**src/rtl/core/swte_pkg.sv**
```systemverilog
// ----------------------------------------------------------------------------
// Sliding window throughput estimator package
// Shared widths, constants, sequencer states and the divider status type.
// ----------------------------------------------------------------------------
package swte_pkg;

  localparam int unsigned WINDOW_DEPTH_DEF = 100;

  localparam int unsigned BYTE_W      = 32;
  localparam int unsigned DELAY_W     = 32;
  localparam int unsigned TIME_W      = 48;
  localparam int unsigned EST_W       = 31;
  localparam int unsigned PERIOD_W    = 16;
  localparam int unsigned PERIOD_US_W = 26;
  localparam int unsigned SUM_W       = 40;
  localparam int unsigned HALF_W      = SUM_W / 2;
  localparam int unsigned SCALE_W     = 23;
  localparam int unsigned PROD_W      = HALF_W + SCALE_W;
  localparam int unsigned DVD_W       = SUM_W + SCALE_W;
  localparam int unsigned QCNT_W      = 5;

  localparam logic [PERIOD_W-1:0]    PERIOD_MIN      = 16'd1000;
  localparam logic [PERIOD_W-1:0]    PERIOD_MAX      = 16'd60000;
  localparam logic [PERIOD_US_W-1:0] US_PER_MS       = 26'd1000;
  localparam logic [PERIOD_US_W-1:0] PERIOD_US_RESET = 26'd5000000;
  localparam logic [SCALE_W-1:0]     SCALE_BPS       = 23'd8000000;
  localparam logic [SCALE_W-1:0]     SCALE_KBPS      = 23'd8000;
  localparam logic [QCNT_W-1:0]      QUOT_STEPS      = 5'd31;

  typedef enum logic [3:0] {
    ST_IDLE,
    ST_ADD,
    ST_SUB,
    ST_CHK,
    ST_MUL_LO,
    ST_MUL_HI,
    ST_MUL_ADD,
    ST_DIV_GO,
    ST_DIV_WAIT,
    ST_DONE
  } swte_state_e;

  typedef struct packed {
    logic busy;
    logic done;
  } div_stat_t;

endpackage

```
**src/rtl/core/swte_div.sv**
```systemverilog
// ----------------------------------------------------------------------------
// Serial saturating divider
// Restoring division, one quotient bit per cycle, result clipped to 2^31-1.
// ----------------------------------------------------------------------------
module swte_div (
  input  logic                       clk_i,
  input  logic                       rst_ni,
  input  logic                       start_i,
  input  logic [swte_pkg::DVD_W-1:0] dividend_i,
  input  logic [swte_pkg::SUM_W-1:0] divisor_i,
  output swte_pkg::div_stat_t        stat_o,
  output logic [swte_pkg::EST_W-1:0] quot_o
);

  import swte_pkg::*;

  logic              busy_q, busy_d;
  logic              done_q, done_d;
  logic [QCNT_W-1:0] cnt_q, cnt_d;
  logic [SUM_W-1:0]  rem_q, rem_d;
  logic [SUM_W-1:0]  dvs_q, dvs_d;
  logic [EST_W-1:0]  low_q, low_d;
  logic [EST_W-1:0]  quot_q, quot_d;

  logic [SUM_W:0]    trial;
  logic [SUM_W:0]    diff;
  logic              ge;
  logic [SUM_W-1:0]  head;

  // If the top bits already reach the divisor the quotient needs 32 bits or more.
  assign head  = SUM_W'(dividend_i[DVD_W-1:EST_W]);
  assign trial = {rem_q, low_q[EST_W-1]};
  assign diff  = trial - {1'b0, dvs_q};
  assign ge    = trial >= {1'b0, dvs_q};

  always_comb begin
    busy_d = busy_q;
    done_d = 1'b0;
    cnt_d  = cnt_q;
    rem_d  = rem_q;
    dvs_d  = dvs_q;
    low_d  = low_q;
    quot_d = quot_q;
    if (start_i) begin
      dvs_d = divisor_i;
      if (head >= divisor_i) begin
        quot_d = '1;
        done_d = 1'b1;
      end else begin
        rem_d  = head;
        low_d  = dividend_i[EST_W-1:0];
        cnt_d  = QUOT_STEPS;
        busy_d = 1'b1;
      end
    end else if (busy_q) begin
      rem_d  = ge ? diff[SUM_W-1:0] : trial[SUM_W-1:0];
      quot_d = {quot_q[EST_W-2:0], ge};
      low_d  = {low_q[EST_W-2:0], 1'b0};
      cnt_d  = cnt_q - 1'b1;
      if (cnt_q == QCNT_W'(1)) begin
        busy_d = 1'b0;
        done_d = 1'b1;
      end
    end
  end

  always_ff @(posedge clk_i or negedge rst_ni) begin
    if (!rst_ni) begin
      busy_q <= 1'b0;
      done_q <= 1'b0;
      cnt_q  <= '0;
    end else begin
      busy_q <= busy_d;
      done_q <= done_d;
      cnt_q  <= cnt_d;
    end
  end

  always_ff @(posedge clk_i) begin
    rem_q  <= rem_d;
    dvs_q  <= dvs_d;
    low_q  <= low_d;
    quot_q <= quot_d;
  end

  assign stat_o.busy = busy_q;
  assign stat_o.done = done_q;
  assign quot_o      = quot_q;

endmodule

```
**config.mk**
```make
export PLATFORM = sky130hd
export DESIGN_NAME = swte_div
export DESIGN_NICKNAME = d
export VERILOG_FILES = /design/src/rtl/core/swte_pkg.sv /design/src/rtl/core/swte_div.sv
export SDC_FILE = /design/constraint.sdc
export NUM_CORES = 1
export LEC_CHECK = 0
export ABC_AREA = 1
export BUFFER_PORTS_ARGS = -buffer_cell sky130_fd_sc_hd__buf_2
export CELL_PAD_IN_SITES_DETAIL_PLACEMENT = 0
export CELL_PAD_IN_SITES_GLOBAL_PLACEMENT = 1
export CORE_MARGIN = 8
export CORE_UTILIZATION = 30
export DETAILED_ROUTE_END_ITERATION = 10
export PLACE_DENSITY = 0.65
export SYNTH_ARGS = -nofsm -noshare
export SYNTH_HDL_FRONTEND = slang
export SYNTH_SLANG_ARGS = --single-unit
```
**constraint.sdc**
```tcl
create_clock -name clk_i -period 3.3 [get_ports clk_i]
set_input_delay 0.495 -clock clk_i [delete_from_list [all_inputs] [get_ports clk_i]]
set_output_delay 0.495 -clock clk_i [all_outputs]
set_load 0.05 [all_outputs]
```
# Word-level counts from Yosys, hierarchy flattened
# Cells that the tools add are included.
[op_classes] addsub=2 n_lt_le_gt_ge=2 eq_ne=3 mux=21 n_reduce_logical=3
[op_table] cell="$mux W31" n=6
[op_table] cell="$mux W40" n=4
[op_table] cell="$ge A41 B40 Y1" n=1
[op_table] cell="$ge A32 B40 Y1" n=1
[op_table] cell="$sub A40 B40 Y40" n=1
[op_table] cell="$mux W5" n=3
[op_table] cell="$mux W1" n=8
[op_table] cell="$eq A5 B1 Y1 const B" n=1
[op_table] cell="$sub A5 B1 Y5 const B" n=1
[op_table] cell="$reduce_and A2 Y1" n=2
[op_table] cell="$ne A2 B1 Y1 const B" n=1
[op_table] cell="$ne A2 B2 Y1 const B" n=1
[op_table] cell="$reduce_bool A2 Y1" n=1
[totals] regBits=149

# Longest topological paths before layout
[logic_depth] depth_word=4 mapped_depth=17 mapped_depth_nobuf=16

# Least setup slack after synthesis
# No wires, ideal clock.
[synth_path] path_type="input port to flip-flop" from="input divisor_i[31] (netlist name)" to="register low_q[0] (enable)" arrival_ns=3.137 path_slack_ns=-0.270 stages=13 n_path_buf=0 cell_sequence="inv_1 ha_1 nand2_1 inv_1 nand2_1 nor2_1 nand2_1 inv_1 nand2_1 nand3_1 nor2_1 nand3_1 nand2_1"
[synth_via] elab_chain_len=3
[synth_lines] item="start, declared" line="swte_div.sv:10" source="input logic [swte_pkg::SUM_W-1:0] divisor_i,"
[synth_lines] item="$ge A32 B40 Y1" line="swte_div.sv:46" source="if (head >= divisor_i) begin"
[synth_lines] item="$ne A2 B2 Y1 (no source line)"
[synth_lines] item="$reduce_and A2 Y1 (no source line)"
[synth_lines] item="end signal, assigned" line="swte_div.sv:82" source="low_q <= low_d;"
[synth_lines] item="end, declared" line="swte_div.sv:22" source="logic [EST_W-1:0] low_q, low_d;"
# No other way between the ends.
# A chain may end at the register's enable or synchronous reset.

# Worst setup path after layout
[layout_path] from="register rem_q[36]" to="register rem_q[34] (data pin)"
[layout_via] elab_chain_len=4
[layout_lines] item="start, declared" line="swte_div.sv:20" source="logic [SUM_W-1:0] rem_q, rem_d;"
[layout_lines] item="start signal, assigned" line="swte_div.sv:80" source="rem_q <= rem_d;"
[layout_lines] item="$ge A41 B40 Y1" line="swte_div.sv:34" source="assign ge = trial >= {1'b0, dvs_q};"
[layout_lines] item="$mux W40" line="swte_div.sv:56" source="rem_d = ge ? diff[SUM_W-1:0] : trial[SUM_W-1:0];"
[layout_lines] item="$mux W40" line="swte_div.sv:55" source="end else if (busy_q) begin"
[layout_lines] item="$mux W40" line="swte_div.sv:44" source="if (start_i) begin"
# No other way between the ends. The select of a mux whose other input is x is not followed.

==> metrics <==
Peak Freq=roughly 350 MHz; max incr delay on CP=around 0.47 ns; CTS H-tree lvls=4; Ports=approximately 140; post-synthesis sequential area ratio=~41%; Skew-Pair Late Insertion Delay=0.44 ns; vias=between 9000 and 10000; num rows=a little under 70; die height=between 200 and 250 microns; cell count after synthesis=around 1500; logic gate share of total power=46.2%; most used routing layer in global routing=met2; share of cells above drive strength 1=about 15%; FF+latch count, synth=between 100 and 150; Worst Path Class, Setup=reg -> reg; Yosys cell types=35; routed len/inst=15.5 microns; status=finished, final reports clean; root buf cell=clkbuf_16; Worst Max-Slew Pin Slew=~0.77 ns; die area=~42000 sq um; largest net degree at the start of global routing=97; P_leak=~0.0065 uW; CTS max path bufs=2; DRT iter0 DRCs=~610; Slowest cell on crit path=nor3_1; GR Util All Layers=between 10% and 20%; overall power=about 8400 uW; total grt overflow=0; Port-buffer cells=about 140; fin util=35.5%; Remaining DRCs=0; top cell type's share of synthesized area=between 30% and 40%; crit end category=flop; CP Data Arrival Time=3.02 ns; RePlAce Congestion=about 0.9; Syn. warnings=0; Max Cap Viol=0; CTS buffer count=17; critical path's top delay family=simple AND/OR/NAND/NOR gates; Cell Int Power=around 5000 uW; power per cell area=670 nW/um^2; DP HPWL=roughly 26 mm; unrepaired setup endpoints after global routing=no; final setup fails=0; switching share of total power=between 40% and 50%; Tcrit/Tclk final=between 80 and 90%; CTS tree=done; Area growth syn-to-layout=16.8%; Core Area=around 35000 sq um; fin. max-slew vios=0; DRT antenna net count=0; initial antenna violation count=10; first-pass iteration count of the detailed router=5; Critical Path RT=about 3.5 ns; worst min-delay path category=in -> reg; M2 GR Usage=about a quarter; setup TNS=0 ns; M1 GR Usage=20.6%; met3 global-route usage=4.66%; P_sw=between 3000 and 4000 uW; Avg Cell Area, Syn=between 7 and 8 sq um; minimum clock period=around 2.8 ns; Clk pwr share=about a quarter; vias in the first global route=around 9400; Starting Density=30.4%; first-pass GRT wire length=51.3 mm; Final Net Count=roughly 1800; Clock transition at path regs=0.06 ns; Area contributors post-synth=edfxtp_1 40%, nand2_1 20%, inv_1 9.7%; Worst slew margin=between 40% and 50%; VDD IR max=~0.4 mV; DR vias/cell=about 4.5; worst path bufs/invs=0; mapped cell area=~11000 sq um; Post-Synthesis Net Count=about 1600; Clock Sinks=149; critical-path cell list=ha_1, nand2_1, nor3_1, nand4_1, nor2_2, nor2_4, nand2_8, nand2_1, nor2_1, nor2_1; Critical Path Fanout Max=40; post-cts resize count=0; Die Wd=roughly 200 microns; cell accounting for the most synthesized area=edfxtp_1; Fin. Hold Viols=0; CP Launch Type=flop; Worst Skew=roughly 0.010 ns; sequential share of power=a little under a third; WL final=between 30 and 40 mm
==> per-stage QoR <==
stage | setup WS [ns] | hold slack [ns] | instance area (sq um) | std cells
finish | 0.467 | 0.242 | 12600 | 2082
global route | 0.232 | 0.217 | 12600 | 2081
CTS | 0.486 | 0.213 | 12500 | 2078
detailed placement | 0.313 | 0.344 | 12000 | 2045
global placement | 0.345 | 0.343 | 12000 | 2045
floorplan | 0.402 | 0.199 | 10800 | 1468
==> flip-flops by register name, indices dropped and copies added, names as in the netlist <==
register,cells
busy_q,1
cnt_q,5
done_q,1
dvs_q,40
low_q,31
quot_o,31
rem_q,40
==> per-layer routing <==
layer  wire length (microns)  vias to the layer above
li1                        -                     4847
met1                   15400                     4199
met2                   14200                      183
met3                    1790                       47
met4                     709                       14
met5                      96                        -
==> synth_stat cells <==
master	instances
ha_1	74
edfxtp_1	142
nand2_4	1
or2_2	30
nand3_2	2
fa_1	1
a21o_1	5
buf_8	1
a21oi_2	7
nor2_4	2
buf_4	5
xor2_1	5
nand3_1	110
buf_6	5
nor2_2	9
inv_1	279
o21ai_1	2
nand2_1	559
buf_2	8
a21oi_1	42
o21bai_1	3
nand3b_1	14
xnor2_1	11
nand2_8	1
inv_2	1
nor2_1	91
o21ai_0	9
clkbuf_1	15
nand4_1	13
o31ai_1	1
nor3_1	4
nand2_2	7
a31oi_1	1
dfrtp_1	7
o211ai_1	1
==> layout make-up <==
cell class,count,area (sq um)
multi-input cells,1005,5060
repair buffers,151,843
well taps,461,577
clock inverters,11,125
diodes,4,10.0
fillers,3827,22800
clock buffers,21,450
flip-flops and latches,149,4440
inverters,280,1050
==> power groups by stage <==
stage / Sequential (uW) / Combinational, uW / Clock [uW]
floorplan: 2600 / 2900 / 0
global placement: 2600 / 3910 / 0
detailed placement: 2610 / 3930 / 0
CTS: 2570 / 3950 / 2020
global route: 2610 / 4460 / 2080
finish: 2570 / 3890 / 1960
==> cell families (layout without fill, tap and decap cells) <==
| group | after synthesis | in the layout | synth area share, % |
|---|---|---|---|
| simple gates | 843 | 843 | 33.1 |
| compound gates | 71 | 71 | 3.80 |
| buf+inv | 314 | 463 | 11.7 |
| other cells | 0 | 4 | 0 |
| flops | 149 | 149 | 41.3 |
| xor+xnor | 16 | 16 | 1.30 |
| fa+ha+maj | 75 | 75 | 8.80 |
==> worst paths after layout <==
check                                              from                       to  slack [ns]  cells past startpoint
worst max register to register  rem_q[36]$_SDFFCE_PP0P_  rem_q[34]$_SDFFCE_PP0P_        0.47                     10
min in group asynchronous                        rst_ni     cnt_q[4]$_DFFE_PN0P_        0.45                      2
worst min-delay path                      divisor_i[14]      dvs_q[14]$_DFFE_PP_        0.24                      1
worst max-delay path            rem_q[36]$_SDFFCE_PP0P_  rem_q[34]$_SDFFCE_PP0P_        0.47                     10
max in group asynchronous                        rst_ni     cnt_q[3]$_DFFE_PN0P_        2.68                      2
worst min register to register      low_q[13]$_DFFE_PP_      low_q[14]$_DFFE_PP_        0.51                      2
==> placed cells by master (no fill, tap or decap), types with 2 or more instances in the layout <==
| cell type | netlist | layout |
|---|---|---|
| edfxtp_1 | 142 | 142 |
| nand2_2 | 7 | 7 |
| clkinv_2 | 0 | 2 |
| nor3_1 | 4 | 4 |
| xnor2_1 | 11 | 11 |
| o21ai_1 | 2 | 2 |
| buf_4 | 5 | 9 |
| nand2_1 | 559 | 558 |
| clkinv_4 | 0 | 3 |
| a21oi_2 | 7 | 7 |
| nand2_4 | 1 | 2 |
| buf_2 | 8 | 137 |
| clkbuf_1 | 15 | 3 |
| o21bai_1 | 3 | 3 |
| nand3_1 | 110 | 110 |
| inv_1 | 279 | 278 |
| xor2_1 | 5 | 5 |
| buf_12 | 0 | 4 |
| ha_1 | 74 | 74 |
| a21oi_1 | 42 | 42 |
| o21ai_0 | 9 | 9 |
| nand3b_1 | 14 | 14 |
| nand3_2 | 2 | 2 |
| nand4_1 | 13 | 13 |
| diode_2 | 0 | 4 |
| nor2_1 | 91 | 91 |
| bufinv_16 | 0 | 2 |
| a21o_1 | 5 | 5 |
| or2_2 | 30 | 30 |
| nor2_2 | 9 | 9 |
| nor2_4 | 2 | 2 |
| clkbuf_16 | 0 | 17 |
| inv_6 | 0 | 2 |
| dfrtp_1 | 7 | 7 |
| inv_2 | 1 | 2 |
==> repair_timing <==
action,CTS,global route
hold buffers,1,0
buffers inserted,0,0
endpoints found under the hold margin,7,0
No activity file was read; power rests on OpenSTA's default activity.
